--- src/sv/falru_pkg.sv ---
`timescale 1ns / 1ps
// ----------------------------------------------------------------------------
// falru_pkg: shared definitions for the fully associative LRU tag array
// Default parameter values, fixed payload widths and the control link type
// that runs along the chain of recency cells.
// ----------------------------------------------------------------------------
package falru_pkg;

   localparam int DEF_WAYS        = 8;
   localparam int DEF_OFFSET_BITS = 2;
   localparam int DEF_ADDR_WIDTH  = 32;

   localparam int ADDR_W    = 32;
   localparam int WAY_OUT_W = 3;
   localparam int COUNT_W   = 32;

   // Control link handed from one cell to the next.
   typedef struct packed {
      logic update;  // a lookup transaction is applied this cycle
      logic found;   // a valid matching entry sits ahead of this cell
   } cell_ctl_type;

endpackage

--- src/sv/falru_req_if.sv ---
`timescale 1ns / 1ps
// ----------------------------------------------------------------------------
// falru_req_if: lookup request channel
// Carries one byte address per transaction with a valid/ready handshake.
// ----------------------------------------------------------------------------
interface falru_req_if;
   import falru_pkg::*;

   logic              valid;
   logic              ready;
   logic [ADDR_W-1:0] address;

   modport source (output valid, output address, input ready);
   modport sink   (input valid, input address, output ready);

endinterface

--- src/sv/falru_rsp_if.sv ---
`timescale 1ns / 1ps
// ----------------------------------------------------------------------------
// falru_rsp_if: lookup response channel
// Carries hit flag, way used and the running hit and access counts.
// ----------------------------------------------------------------------------
interface falru_rsp_if;
   import falru_pkg::*;

   logic                 valid;
   logic                 ready;
   logic                 hit;
   logic [WAY_OUT_W-1:0] way;
   logic [COUNT_W-1:0]   hit_count;
   logic [COUNT_W-1:0]   access_count;

   modport source (output valid, output hit, output way, output hit_count,
                   output access_count, input ready);
   modport sink   (input valid, input hit, input way, input hit_count,
                   input access_count, output ready);

endinterface

--- src/sv/fully_assoc_lru_cache_tags.sv ---
`timescale 1ns / 1ps
// ----------------------------------------------------------------------------
// fully_assoc_lru_cache_tags: tag array of a fully associative LRU cache
// A row of recency cells, front (most recent) to back, with hit counting.
// ----------------------------------------------------------------------------
// Usage:
// The req_chan channel takes one byte address per transaction; the low
// OFFSET_BITS bits are ignored and the rest form the tag. Each request
// yields exactly one transaction on rsp_chan with the hit flag, the way
// hit or filled, and wrapping 32-bit hit and access counts that include
// this access.
// The response is registered and shows on the cycle after the request
// is taken. One request is taken per cycle while the receiver takes each
// response; the lookup, the promotion of the entry to the front and the
// shift of the cells behind it all complete in the cycle of acceptance,
// set by the match chain that runs through all WAYS cells.
// When the receiver stalls, the response register holds its transaction
// and req_chan.ready stays low until the response is taken; a request is
// accepted in the same cycle the waiting response leaves.
// Reset clears all valid bits and both counters and sets the recency list
// to ways WAYS-1 down to 0, front first; no clearing pass is needed.
// ----------------------------------------------------------------------------
module fully_assoc_lru_cache_tags #(
   parameter int WAYS        = falru_pkg::DEF_WAYS,
   parameter int OFFSET_BITS = falru_pkg::DEF_OFFSET_BITS,
   parameter int ADDR_WIDTH  = falru_pkg::DEF_ADDR_WIDTH
) (
   input logic         clock,
   input logic         reset,
   falru_req_if.sink   req_chan,
   falru_rsp_if.source rsp_chan
);
   import falru_pkg::*;

   localparam int EFF_ADDR_W = (ADDR_WIDTH < ADDR_W) ? ADDR_WIDTH : ADDR_W;
   localparam int TAG_W      = EFF_ADDR_W - OFFSET_BITS;
   localparam int WAY_W      = (WAYS > 1) ? $clog2(WAYS) : 1;

   logic                 accept;
   logic [TAG_W-1:0]     lookup_tag;
   cell_ctl_type         ctl_chain [WAYS+1];
   logic [WAYS-1:0]      match_vec;
   logic [WAY_W-1:0]     cell_way  [WAYS];
   logic [TAG_W-1:0]     cell_tag  [WAYS];
   logic                 cell_valid[WAYS];
   logic [WAY_W-1:0]     prev_way  [WAYS];
   logic [TAG_W-1:0]     prev_tag  [WAYS];
   logic                 prev_valid[WAYS];
   logic                 hit;
   logic [WAY_W-1:0]     hit_way;
   logic [WAY_W-1:0]     sel_way;
   logic [31:0]          sel_way_wide;

   logic                 rsp_valid_ff, rsp_valid_in;
   logic                 rsp_hit_ff;
   logic [WAY_OUT_W-1:0] rsp_way_ff;
   logic [COUNT_W-1:0]   hits_ff, hits_in;
   logic [COUNT_W-1:0]   accesses_ff, accesses_in;

   assign req_chan.ready = !rsp_valid_ff || rsp_chan.ready;
   assign accept         = req_chan.valid && req_chan.ready;
   assign lookup_tag     = TAG_W'(req_chan.address >> OFFSET_BITS);

   assign ctl_chain[0].update = accept;
   assign ctl_chain[0].found  = 1'b0;

   // The front cell takes the promoted entry: the matching way on a hit,
   // or on a miss the back way refilled with the new tag.
   always_comb begin
      hit_way = '0;
      for (int i = 0; i < WAYS; i++) begin
         hit_way = hit_way | (match_vec[i] ? cell_way[i] : '0);
      end
   end

   assign hit     = ctl_chain[WAYS].found;
   assign sel_way = hit ? hit_way : cell_way[WAYS-1];

   genvar g;
   generate
      for (g = 0; g < WAYS; g++) begin : g_cell
         if (g == 0) begin : g_front
            assign prev_way[g]   = sel_way;
            assign prev_tag[g]   = lookup_tag;
            assign prev_valid[g] = 1'b1;
         end else begin : g_rest
            assign prev_way[g]   = cell_way[g-1];
            assign prev_tag[g]   = cell_tag[g-1];
            assign prev_valid[g] = cell_valid[g-1];
         end

         falru_cell #(
            .TAG_W     (TAG_W),
            .WAY_W     (WAY_W),
            .RESET_WAY (WAYS - 1 - g)
         ) u_cell (
            .clock      (clock),
            .reset      (reset),
            .ctl_in     (ctl_chain[g]),
            .ctl_out    (ctl_chain[g+1]),
            .lookup_tag (lookup_tag),
            .prev_way   (prev_way[g]),
            .prev_tag   (prev_tag[g]),
            .prev_valid (prev_valid[g]),
            .match      (match_vec[g]),
            .way_q      (cell_way[g]),
            .tag_q      (cell_tag[g]),
            .valid_q    (cell_valid[g])
         );
      end
   endgenerate

   assign sel_way_wide = 32'(sel_way);
   assign hits_in      = (accept && hit) ? hits_ff + COUNT_W'(1) : hits_ff;
   assign accesses_in  = accept ? accesses_ff + COUNT_W'(1) : accesses_ff;
   assign rsp_valid_in = accept || (rsp_valid_ff && !rsp_chan.ready);

   always_ff @(posedge clock) begin
      if (reset) begin
         rsp_valid_ff <= 1'b0;
         hits_ff      <= '0;
         accesses_ff  <= '0;
      end else begin
         rsp_valid_ff <= rsp_valid_in;
         hits_ff      <= hits_in;
         accesses_ff  <= accesses_in;
      end
   end

   always_ff @(posedge clock) begin
      if (accept) begin
         rsp_hit_ff <= hit;
         rsp_way_ff <= sel_way_wide[WAY_OUT_W-1:0];
      end
   end

   assign rsp_chan.valid        = rsp_valid_ff;
   assign rsp_chan.hit          = rsp_hit_ff;
   assign rsp_chan.way          = rsp_way_ff;
   assign rsp_chan.hit_count    = hits_ff;
   assign rsp_chan.access_count = accesses_ff;

`ifndef SYNTH
   // A way is written only on a miss, so no two cells can match at once.
   a_single_match: assert property (@(posedge clock) disable iff (reset)
      $onehot0(match_vec))
      else $error("more than one cell matched the lookup tag");

   a_rsp_follows: assert property (@(posedge clock) disable iff (reset)
      accept |=> rsp_valid_ff)
      else $error("accepted request produced no response");

   a_access_step: assert property (@(posedge clock) disable iff (reset)
      (accept && !reset) |=> (accesses_ff == $past(accesses_ff) + COUNT_W'(1)))
      else $error("access count did not advance by one");

   a_hit_step: assert property (@(posedge clock) disable iff (reset)
      (accept && !hit && !reset) |=> (hits_ff == $past(hits_ff)))
      else $error("hit count moved on a miss");
`endif

endmodule

--- src/sv/falru_cell.sv ---
`timescale 1ns / 1ps
// ----------------------------------------------------------------------------
// falru_cell: one position of the recency list
// Holds a way number with its tag and valid bit, compares the lookup tag
// and takes its neighbor's entry when the list shifts past it.
// ----------------------------------------------------------------------------
module falru_cell #(
   parameter int TAG_W     = 30,
   parameter int WAY_W     = 3,
   parameter int RESET_WAY = 0
) (
   input  logic                    clock,
   input  logic                    reset,
   input  falru_pkg::cell_ctl_type ctl_in,
   output falru_pkg::cell_ctl_type ctl_out,
   input  logic [TAG_W-1:0]        lookup_tag,
   input  logic [WAY_W-1:0]        prev_way,
   input  logic [TAG_W-1:0]        prev_tag,
   input  logic                    prev_valid,
   output logic                    match,
   output logic [WAY_W-1:0]        way_q,
   output logic [TAG_W-1:0]        tag_q,
   output logic                    valid_q
);
   import falru_pkg::*;

   logic [WAY_W-1:0] way_ff, way_in;
   logic [TAG_W-1:0] tag_ff, tag_in;
   logic             valid_ff, valid_in;
   logic             shift;

   assign match = valid_ff && (tag_ff == lookup_tag);

   // The cell moves back by one unless the entry being promoted lies ahead.
   assign shift = ctl_in.update && !ctl_in.found;

   assign ctl_out.update = ctl_in.update;
   assign ctl_out.found  = ctl_in.found || match;

   assign way_in   = shift ? prev_way   : way_ff;
   assign tag_in   = shift ? prev_tag   : tag_ff;
   assign valid_in = shift ? prev_valid : valid_ff;

   always_ff @(posedge clock) begin
      if (reset) begin
         way_ff   <= WAY_W'(RESET_WAY);
         valid_ff <= 1'b0;
      end else begin
         way_ff   <= way_in;
         valid_ff <= valid_in;
      end
   end

   always_ff @(posedge clock) begin
      tag_ff <= tag_in;
   end

   assign way_q   = way_ff;
   assign tag_q   = tag_ff;
   assign valid_q = valid_ff;

endmodule

--- src/flat_wrapper.sv ---
// flat-port wrapper written by rule: the top's interface ports become plain ports
module fully_assoc_lru_cache_tags_flat import falru_pkg::*;
#(
   parameter int WAYS        = falru_pkg::DEF_WAYS,
   parameter int OFFSET_BITS = falru_pkg::DEF_OFFSET_BITS,
   parameter int ADDR_WIDTH  = falru_pkg::DEF_ADDR_WIDTH
)
  (clock, reset, req_chan_valid, req_chan_address, req_chan_ready, rsp_chan_valid, rsp_chan_hit, rsp_chan_way, rsp_chan_hit_count, rsp_chan_access_count, rsp_chan_ready);
  falru_req_if req_chan_i ();
  falru_rsp_if rsp_chan_i ();
  input logic clock;
  input logic reset;
  input wire logic [$bits(req_chan_i.valid)-1:0] req_chan_valid;
  input wire logic [$bits(req_chan_i.address)-1:0] req_chan_address;
  output wire logic [$bits(req_chan_i.ready)-1:0] req_chan_ready;
  output wire logic [$bits(rsp_chan_i.valid)-1:0] rsp_chan_valid;
  output wire logic [$bits(rsp_chan_i.hit)-1:0] rsp_chan_hit;
  output wire logic [$bits(rsp_chan_i.way)-1:0] rsp_chan_way;
  output wire logic [$bits(rsp_chan_i.hit_count)-1:0] rsp_chan_hit_count;
  output wire logic [$bits(rsp_chan_i.access_count)-1:0] rsp_chan_access_count;
  input wire logic [$bits(rsp_chan_i.ready)-1:0] rsp_chan_ready;
  assign req_chan_i.valid = req_chan_valid;
  assign req_chan_i.address = req_chan_address;
  assign req_chan_ready = req_chan_i.ready;
  assign rsp_chan_valid = rsp_chan_i.valid;
  assign rsp_chan_hit = rsp_chan_i.hit;
  assign rsp_chan_way = rsp_chan_i.way;
  assign rsp_chan_hit_count = rsp_chan_i.hit_count;
  assign rsp_chan_access_count = rsp_chan_i.access_count;
  assign rsp_chan_i.ready = rsp_chan_ready;
  fully_assoc_lru_cache_tags #(.WAYS(WAYS), .OFFSET_BITS(OFFSET_BITS), .ADDR_WIDTH(ADDR_WIDTH)) u_core (.clock(clock), .reset(reset), .req_chan(req_chan_i), .rsp_chan(rsp_chan_i));
endmodule
--- config.mk ---
export PLATFORM = sky130hd
export DESIGN_NAME = fully_assoc_lru_cache_tags_flat
export DESIGN_NICKNAME = d
export VERILOG_FILES = /design/src/sv/falru_pkg.sv /design/src/sv/falru_req_if.sv /design/src/sv/falru_rsp_if.sv /design/src/sv/fully_assoc_lru_cache_tags.sv /design/src/sv/falru_cell.sv /design/src/flat_wrapper.sv
export SDC_FILE = /design/constraint.sdc
export NUM_CORES = 1
export LEC_CHECK = 0
export BUFFER_PORTS_ARGS = -buffer_cell sky130_fd_sc_hd__buf_4
export CAP_MARGIN = 20
export CORE_MARGIN = 5
export CORE_UTILIZATION = 35
export DETAILED_ROUTE_END_ITERATION = 7
export SLEW_MARGIN = 20
export SYNTH_ARGS = -nofsm -noshare
export SYNTH_HDL_FRONTEND = slang
export SYNTH_SLANG_ARGS = --single-unit
--- constraint.sdc ---
create_clock -name clock -period 4.5 [get_ports clock]
set_input_delay 0.225 -clock clock [delete_from_list [all_inputs] [get_ports clock]]
set_output_delay 0.225 -clock clock [all_outputs]
set_load 0.05 [all_outputs]
==> impl_metrics.csv, run 1 <==
group,metric,value,unit
worst_setup_path,critPathMaxFanout,38,
power,clkPwrFrac,40.8,%
routing,drc,0,
final_layout,syn2layout_area_growth,18.10,%
timing,maxSlewHeadroom,27.95,%
yosys,synth_area_per_cell,12.62,sq um
power,seqPwrFrac,50.4,%
worst_setup_path,r2r_slack,940,ps
power,p_leak,6.050,nW
floorplanning,placementRows,76,
hold_path,hold_end,"u_core.g_cell[0].u_cell.tag_q[0]",
timing,skew,22.84,ps
clocking,clk_pin_slew_worst_paths,60,ps
clocking,cts_resized,0,
power,switching_share,24.07,%
yosys,synth_common_cells,"edfxtp_1, xnor2_1, nand4_1, dfxtp_1, nor2_1",
timing,max_freq,280.4,MHz
worst_setup_path,rr_startpoint,"u_core.g_cell[0].u_cell.tag_q[8]",
timing,slew_violations,0,
global_routing,grt_pass1_vias,9677,
routing,wl_per_cell,18.83,microns
clocking,cts_buffers,39,
global_routing,grt_max_degree,85,
floorplanning,core,42890,sq um
worst_setup_path,crit_chain,"dlygate4sd3_1 -> buf_4 -> xnor2_1 -> and4_1 -> nand4_1 -> nor4_2 -> nor2_4 -> nand3_1 -> inv_1",
place,gp_congestion,1.005,
floorplanning,initial_core_util,35.24,%
yosys,netlist_area,15110,sq um
timing,setup_viol,0,
worst_setup_path,path_buf_inv,3,
final_layout,finalNetCount,1360,
power,vdd.ir_drop.worst,0.3219,mV
routing,viasPerCell,4.892,
floorplanning,die_x,217.8,microns
routing,vias,9470,
timing,tns,0,ps
yosys,ys.warnings.count,0,
yosys,synth_cell_type_count,50,
place,dp.cells,1848,
hold_path,min_path_type,"primary input to flop",
yosys,synth_cells,1198,
hold_path,whs_path_depth,1,
power,p_switching,0.001748,W
routing,drtIter0Drc,576,
place,numPortBuffers,103,
worst_setup_path,worstReg2RegEnd,"u_core.g_cell[3].u_cell.tag_q[15]",
yosys,yosysTopAreaCellShare,48.48,%
timing,period_minus_slack,3566,ps
global_routing,track_usage,15.26,%
final_layout,antenna_cells,0,
floorplanning,dieArea,47440,sq um
floorplanning,die_y,217.8,microns
clocking,htree_levels,2,
yosys,synthTopCellsByArea,"edfxtp_1, xnor2_1, dfxtp_1",
clocking,clock_latency,550,ps
timing,hold_violations,0,
worst_setup_path,start_kind,"primary input",
final_layout,layout-drive-gt1-share,14.06,%
worst_setup_path,setup.worst_path.class,"primary input to flop",
worst_setup_path,cp_top_family,"buffers and inverters",
yosys,ys_async_sr_fraction,0,%
worst_setup_path,arrival,3720,ps
place,hpwl,27960,microns
routing,ant_nets,0,
routing,wirelength,36460,microns
yosys,synth_seq_cells,341,
power,internal_power,0.005516,W
power,p_per_area,407.0,nW/um^2
yosys,ys_seq_area_share,61.33,%
flow_run,max_cap_violations,0,
global_routing,antenna_found_initial,0,
yosys,synth_edf_count,244,
final_layout,final_cells,1936,
worst_setup_path,ff2ff_path_depth,7,
clocking,root_buffer,"clkbuf_16",
worst_setup_path,end_kind,"flop",
hold_path,hold_start,"req_chan_address[2]",
timing,worst_slew_pin_slew,1080,ps
worst_setup_path,cp_data_required_time,4660,ps
worst_setup_path,worst_path_largest_cell_delay,920,ps
clocking,cts.sinks,341,
yosys,synth_ff_type,"edfxtp_1",
yosys,yosysMostFrequentCell,"edfxtp_1",
floorplanning,num_io_pins,106,
yosys,yosys.area.top_type,"edfxtp_1",
timing,rsz0062_at_grt,"false",
global_routing,grt-ovfl-total,0,
yosys,synth_fp_nets,1236,
run_status,status,"finished, final reports clean",
routing,first_pass_iters,5,
clocking,cts_buffer_depth,3,
timing,fin_crit_sh,79.25,%
global_routing,grt_pass1_wl,56030,microns
power,p_comb_share,8.8,%
worst_setup_path,crit_slowest_cell,"inv_1",
clocking,cts_tree,"yes",
logic make-up (layout without fill, tap and decap cells):
group	count (synthesis)	in the layout	share of synthesized area [%]
flip-flops	341	341	61.33
AO/OA/AOI/OAI	69	69	3.378
buffers and inverters	63	216	1.979
XOR/XNOR	269	269	15.64
multiplexers	32	32	2.260
AND/OR/NAND/NOR	422	422	15.25
adder cells (fa/ha/maj)	2	2	0.1656
placed cells by master, fill, tap and decap left out, drive strengths merged, types with 38 or more instances in the layout:
cell type  instances
edfxtp           244
xnor2            231
buf              115
nand4            112
dfxtp             97
nor2              94
clkbuf            49
nand3             46
nand2             44
xor2              38
flip-flops by register name, summed over array words and instances (netlist names):
name	count
u_core.g_cell.u_cell.tag_q	240
u_core.rsp_chan.valid	1
u_core.rsp_chan.way	3
u_core.rsp_chan.hit	1
u_core.g_cell.u_cell.way_q	24
u_core.rsp_chan.access_count	32
u_core.g_cell.u_cell.valid_q	8
u_core.rsp_chan.hit_count	32
power groups by stage:
| stage | sequential, W | clock (W) | combinational, W |
|---|---|---|---|
| floorplan | 0.00371 | 0 | 0.000424 |
| CTS | 0.00366 | 0.00306 | 0.000641 |
| finish | 0.00366 | 0.00296 | 0.000636 |
| detailed placement | 0.00373 | 0 | 0.000625 |
| global route | 0.00368 | 0.00317 | 0.000687 |
| global placement | 0.00372 | 0 | 0.000621 |
layer usage:
metal	GRT usage [%]	routed length [microns]	vias up
li1	-	-	4649
met4	7.348	1695	0
met1	19.31	15570	4501
met5	0	0	-
met3	1.958	1338	87
met2	25.99	17860	233
area by class of cell:
| type | count | area (sq um) |
|---|---|---|
| clock buffer | 49 | 1013 |
| clock inverter | 21 | 171.4 |
| fill | 3984 | 25040 |
| inverter | 13 | 52.55 |
| multi-input combinational | 794 | 5567 |
| sequential | 341 | 9269 |
| tap | 585 | 732.0 |
| timing repair buffer | 133 | 1044 |
what timing repair did:
action,4_1_cts,5_1_grt
hold buffers,18,0
setup buffers,0,0
hold endpoints to repair,18,0
metrics by stage:
| stage | cell area, sq um | setup WS (ps) | total power, W | util [%] | hold slack, ps |
|---|---|---|---|---|---|
| final | 17850 | 933.8 | 0.007264 | 41.62 | 28.54 |
| after global routing | 17850 | 673.0 | 0.007541 | 41.62 | 24.95 |
| after floorplan | 15130 | 37.19 | 0.004137 | - | 323.9 |
| after detailed placement | 16480 | 883.4 | 0.004354 | 38.44 | 455.7 |
| after CTS | 17850 | 897.6 | 0.007361 | 41.62 | 0.6077 |
| after global placement | 16480 | 897.1 | 0.004345 | 38.44 | 446.3 |
worst max-delay path by stage:
| stage | slack (ps) | from | cells after the start | endpoint |
|---|---|---|---|---|
| final | 930 | req_chan_address[10] | 9 | u_core.g_cell[3].u_cell.tag_q[15] |
| after global routing | 670 | u_core.g_cell[2].u_cell.tag_q[14] | 8 | u_core.g_cell[6].u_cell.tag_q[26] |
| after CTS | 900 | u_core.g_cell[0].u_cell.tag_q[8] | 7 | u_core.g_cell[3].u_cell.tag_q[3] |
| after detailed placement | 880 | req_chan_address[16] | 8 | u_core.g_cell[3].u_cell.tag_q[15] |
| after global placement | 900 | req_chan_address[10] | 8 | u_core.g_cell[3].u_cell.tag_q[15] |
| after floorplan | 40 | u_core.rsp_chan.valid | 6 | u_core.g_cell[7].u_cell.valid_q |
(Power assumes the default switching activity.)
==> run 2, diff against run 1 <==
Clock period 4.5 ns to 3.75 ns, I/O delays scaled along.
==> run 2 against run 1 <==
- clock power grew 16%
- clock-buffer cell count is the same
- global-route usage shrank 0.53 points
- worst hold slack lost 3.3 ps
- critical path depth is the same
- total power grew 18%
- critical path type is now flop to flop
==> impl_metrics.csv, run 2 (synthesis results as in run 1) <==
group,metric,value,unit
run_status,status,"finished, final reports clean",
power,vdd.ir_drop.worst,0.3371,mV
worst_setup_path,arrival,3380,ps
floorplanning,core,42890,sq um
routing,wirelength,35680,microns
clocking,cts_buffers,38,
worst_setup_path,r2r_slack,570,ps
global_routing,grt_max_degree,102,
final_layout,syn2layout_area_growth,18.99,%
power,p_comb_share,9.0,%
final_layout,layout.cells.most_common,"edfxtp_1",
hold_path,hold_end,"u_core.g_cell[0].u_cell.tag_q[18]",
floorplanning,num_io_pins,106,
worst_setup_path,setup.worst_path.class,"flop to flop",
routing,first_pass_iters,5,
timing,slew_violations,0,
global_routing,grt_pass1_vias,9564,
timing,tns,0,ps
routing,drtIter0Drc,558,
clocking,clock_latency,530,ps
worst_setup_path,worstReg2RegEnd,"u_core.g_cell[3].u_cell.tag_q[6]",
clocking,cts_resized,0,
place,hpwl,27470,microns
flow_run,max_cap_violations,0,
clocking,hold_buffers,31,
power,internal_power,0.006519,W
final_layout,mostFrequentLayoutCells,"edfxtp_1, xnor2_1, buf_4, nand4_1, dfxtp_1",
place,gp_congestion,0.9627,
worst_setup_path,critPathMaxFanout,38,
routing,drc,0,
timing,skew,24.93,ps
power,seqPwrFrac,51.1,%
power,switching_share,24.15,%
hold_path,min_path_type,"primary input to flop",
timing,max_freq,314.5,MHz
timing,worst_slew_pin_slew,1013,ps
worst_setup_path,ff2ff_path_depth,9,
global_routing,antenna_found_initial,0,
floorplanning,placementRows,76,
clocking,cts_buffer_depth,3,
global_routing,grt-ovfl-total,0,
power,clkPwrFrac,39.9,%
place,numPortBuffers,103,
final_layout,layout-drive-gt1-share,14.29,%
worst_setup_path,rr_startpoint,"u_core.g_cell[0].u_cell.tag_q[23]",
final_layout,largest_reg_flops,240,
routing,ant_nets,0,
worst_setup_path,cp_data_required_time,3950,ps
power,p_switching,0.002075,W
timing,holdWs,25.26,ps
floorplanning,die_x,217.8,microns
worst_setup_path,start_kind,"flop",
hold_path,hold_start,"req_chan_address[20]",
routing,viasPerCell,4.929,
clocking,cts.sinks,341,
clocking,root_buffer,"clkbuf_16",
timing,rsz0062_at_grt,"false",
routing,vias,9612,
clocking,post-cts-setup-buffers,0,
final_layout,antenna_cells,0,
timing,setup_viol,0,
clocking,cts_tree,"yes",
timing,hold_violations,0,
clocking,htree_levels,2,
final_layout,finalNetCount,1376,
power,p_leak,6.084,nW
timing,maxSlewHeadroom,32.34,%
timing,period_minus_slack,3179,ps
hold_path,whs_path_depth,1,
floorplanning,dieArea,47440,sq um
timing,fin_crit_sh,84.78,%
routing,wl_per_cell,18.30,microns
global_routing,grt_pass1_wl,54560,microns
floorplanning,die_y,217.8,microns
floorplanning,initial_core_util,35.24,%
global_routing,track_usage,14.73,%
power,p_per_area,477.9,nW/um^2
clocking,clk_pin_slew_worst_paths,60,ps
worst_setup_path,end_kind,"flop",
==> run 2: cell types whose count changed in the layout (fill, tap and decap cells not counted), sizes merged <==
cell and change:
dlygate4sd3 +13, clkinvlp +6, clkinv -7, buf +4, bufinv -1, inv -1
==> run 2: worst max-delay path: stages (launching register included) <==
cell and delay, ps:
edfxtp_1 410, xnor2_1 150, and4_1 200, nand4_1 130, nor4_2 70, buf_4 180
nor2_4 760, nand3_1 450, inv_1 140, buf_4 340
==> run 2: per-stage QoR <==
stage	area (sq um)	instances	power, W	utilization (%)	setup slack, ps
detailed placement	16520	1851	0.005224	38.52	477.8
floorplan	15140	1198	0.004964	-	22.99
finish	17980	1950	0.008595	41.93	570.6
CTS	17970	1949	0.008667	41.90	465.4
global route	17980	1950	0.008897	41.93	276.8
global placement	16520	1851	0.005208	38.52	487.3
==> run 2: power groups by stage <==
stage / Sequential, W / Combinational [W] / Clock [W]
6_report: 0.00439 / 0.000777 / 0.00343
5_1_grt: 0.00441 / 0.000835 / 0.00365
4_1_cts: 0.00439 / 0.000781 / 0.00349
3_5_place_dp: 0.00447 / 0.000752 / 0
3_3_place_gp: 0.00447 / 0.000743 / 0
2_1_floorplan: 0.00445 / 0.000510 / 0
==> run 2: worst max path at each step <==
stage               depth (start not counted)  slack (ps)                           endpoint                         startpoint
detailed placement                          9         480  u_core.g_cell[3].u_cell.tag_q[26]  u_core.g_cell[0].u_cell.tag_q[14]
CTS                                         9         470   u_core.g_cell[3].u_cell.tag_q[6]  u_core.g_cell[0].u_cell.tag_q[14]
floorplan                                   7          20   u_core.g_cell[6].u_cell.tag_q[0]              u_core.rsp_chan.valid
global placement                            9         490  u_core.g_cell[3].u_cell.tag_q[26]  u_core.g_cell[0].u_cell.tag_q[14]
global route                                9         280  u_core.g_cell[6].u_cell.tag_q[15]  u_core.g_cell[2].u_cell.tag_q[14]
finish                                      9         570   u_core.g_cell[3].u_cell.tag_q[6]  u_core.g_cell[0].u_cell.tag_q[23]
==> run 2: layout make-up <==
class | instances | area (sq um)
Tap cell | 585 | 732.0
Inverter | 13 | 53.80
Timing Repair Buffer | 150 | 1211
Fill cell | 3944 | 24900
Multi-Input combinational cell | 794 | 5578
Sequential cell | 341 | 9269
Clock inverter | 18 | 147.6
Clock buffer | 49 | 992.2
==> run 2: layer usage <==
metal  global-route usage [%]  wire [microns]  share of wire, %  vias to the layer above
met5                        0               0                 0                        -
met4                    5.317            1166               3.3                        0
met3                    2.069            1333               3.7                       74
met2                    25.80           17810                50                      236
met1                    18.66           15370                43                     4625
li1                         -               -                 -                     4677
==> run 3, diff against run 2 <==
Clock period 3.75 ns to 2.69 ns, I/O delays scaled along.
==> run 3 against run 2 <==
- the run now ends with setup timing left
- clock-buffer cell count grew 5
- total power increased by 43%
- die area unchanged
- clock skew down 3.1 ps
- critical path depth is 1 higher
- register-to-register slack worse by 700 ps
- combinational power is 72% higher
==> impl_metrics.csv, run 3 (synthesis results as in run 1) <==
group,metric,value,unit
worst_setup_path,crit_chain,"xor2_2 -> or4_4 -> nor4_4 -> nand4_1 -> and4_4 -> a2111oi_4 -> buf_4 -> buf_12 -> nand3_1 -> mux2_4",
floorplanning,num_io_pins,106,
run_status,status,"complete, but fails checks",
routing,viasPerCell,4.951,
power,switching_share,24.73,%
routing,drtIter0Drc,669,
worst_setup_path,setup.worst_path.class,"flop to flop",
global_routing,grt_pass1_vias,10640,
power,clkPwrFrac,39.1,%
final_layout,layout-drive-gt1-share,25.82,%
clocking,clock_latency,550,ps
routing,drc,0,
worst_setup_path,crit_slowest_cell,"or4_4",
worst_setup_path,end_kind,"flop",
global_routing,grt_pass1_wl,60290,microns
timing,fin_crit_sh,104.7,%
timing,max_freq,355.0,MHz
clocking,root_buffer,"clkbuf_16",
worst_setup_path,worst_path_largest_cell_delay,530,ps
power,seqPwrFrac,50.0,%
worst_setup_path,start_kind,"flop",
flow_run,max_cap_violations,0,
floorplanning,die_x,217.8,microns
run_status,violations,"setup timing",
timing,rsz0062_at_grt,"true",
worst_setup_path,arrival,3240,ps
hold_path,hold_start,"req_chan_address[20]",
power,p_comb_share,10.9,%
power,p_total,0.01227,W
timing,setup_slack,-127.2,ps
worst_setup_path,cp_top_family,"simple AND/OR/NAND/NOR gates",
floorplanning,core,42890,sq um
global_routing,track_usage,16.26,%
timing,period_minus_slack,2817,ps
floorplanning,placementRows,76,
worst_setup_path,path_buf_inv,2,
timing,maxSlewHeadroom,39.55,%
worst_setup_path,critPathMaxFanout,8,
worst_setup_path,cp_data_required_time,3110,ps
clocking,htree_levels,2,
timing,setup_viol,47,
final_layout,largest_reg_flops,240,
routing,wirelength,39550,microns
place,hpwl,30260,microns
global_routing,antenna_found_initial,0,
routing,vias,10340,
place,placed_area,17680,sq um
final_layout,utilization,45.56,%
routing,first_pass_iters,6,
global_routing,grt_max_degree,98,
worst_setup_path,crit_start,"u_core.g_cell[7].u_cell.tag_q[11]",
final_layout,final_cells,2088,
power,p_leak,7.029,nW
final_layout,mostFrequentLayoutCells,"edfxtp_1, buf_4, xnor2_1, nand4_1, dfxtp_1",
place,dp.cells,1983,
power,p_per_area,628.0,nW/um^2
power,internal_power,0.009235,W
clocking,cts.sinks,341,
final_layout,finalInstanceArea,19540,sq um
timing,slew_violations,0,
final_layout,layout.cells.most_common,"edfxtp_1",
floorplanning,die_y,217.8,microns
worst_setup_path,rr_startpoint,"u_core.g_cell[7].u_cell.tag_q[11]",
timing,worst_slew_pin_slew,906.8,ps
routing,wl_per_cell,18.94,microns
floorplanning,initial_core_util,35.24,%
floorplanning,dieArea,47440,sq um
timing,skew,21.78,ps
global_routing,grt-ovfl-total,0,
clocking,cts_buffers,38,
timing,holdWs,52.88,ps
clocking,cts_buffer_depth,3,
place,gp_congestion,0.9472,
power,vdd.ir_drop.worst,0.7184,mV
clocking,cts_tree,"yes",
timing,hold_violations,0,
routing,ant_nets,0,
final_layout,antenna_cells,0,
power,p_switching,0.003035,W
clocking,clk_pin_slew_worst_paths,60,ps
final_layout,syn2layout_area_growth,29.27,%
place,numPortBuffers,103,
hold_path,min_path_type,"primary input to flop",
final_layout,finalNetCount,1513,
-- run 3: changes by cell type in the layout (fill, tap and decap cells not counted), moves of 10 or more --
cell,change
buf_4,+123
mux2_4,+10
buf_12,+10
xnor2_2,+19
mux2_1,-10
xnor2_1,-19
-- run 3: layout make-up --
cell class,instances,area [sq um]
multi-input combinational,794,5931
inverter,13,68.82
timing repair buffer,287,2391
sequential,341,9274
fill,3915,23350
clock inverter,14,117.6
clock buffer,54,1023
tap,585,732.0
-- run 3: final timing paths --
check,cells past startpoint,endpoint,slack [ps]
max,10,u_core.rsp_chan.hit_count[19],-130
max reg2reg,10,u_core.rsp_chan.hit_count[19],-130
min,2,u_core.g_cell[0].u_cell.tag_q[18],50
min reg2reg,0,u_core.g_cell[7].u_cell.tag_q[15],470
-- run 3: metal layers --
layer	track usage, %	up-vias	wire length [microns]
met5	0	-	0
met2	27.82	299	19270
met4	7.180	0	1835
met3	2.346	95	1411
li1	-	4953	-
met1	20.58	4990	17030
-- run 3: repair_timing --
item,4_1_cts,5_1_grt
buffers inserted,3,6
gates resized for setup,24,34
pin swaps,7,10
hold buffers,30,0
cloned,0,1
endpoints found under the hold margin,29,0
setup endpoints to repair,173,166
-- run 3: power by group through the flow --
stage	clock, W	combinational (W)	sequential, W
after floorplan	0	0.000718	0.00621
after global placement	0	0.00125	0.00623
after detailed placement	0	0.00126	0.00623
after CTS	0.00489	0.00133	0.00613
after global routing	0.00512	0.00143	0.00616
final	0.00479	0.00134	0.00613
-- run 3: worst reg2reg max path: cells and delay by family, from the launching register on --
| kind | cells | cell delay [ps] |
|---|---|---|
| AND/OR/NAND/NOR | 5 | 1240 |
| flip-flops | 1 | 400 |
| buffers and inverters | 2 | 310 |
| multiplexers | 1 | 310 |
| AO/OA/AOI/OAI | 1 | 280 |
| XOR/XNOR | 1 | 170 |
-- run 3: per-stage QoR --
stage               setup slack, ps  setup TNS (ps)
floorplan                    -457.3          -29490
global placement             -171.7           -3483
detailed placement           -181.3           -8975
CTS                          -93.38           -1291
global route                 -251.7           -9474
finish                       -127.2           -2882
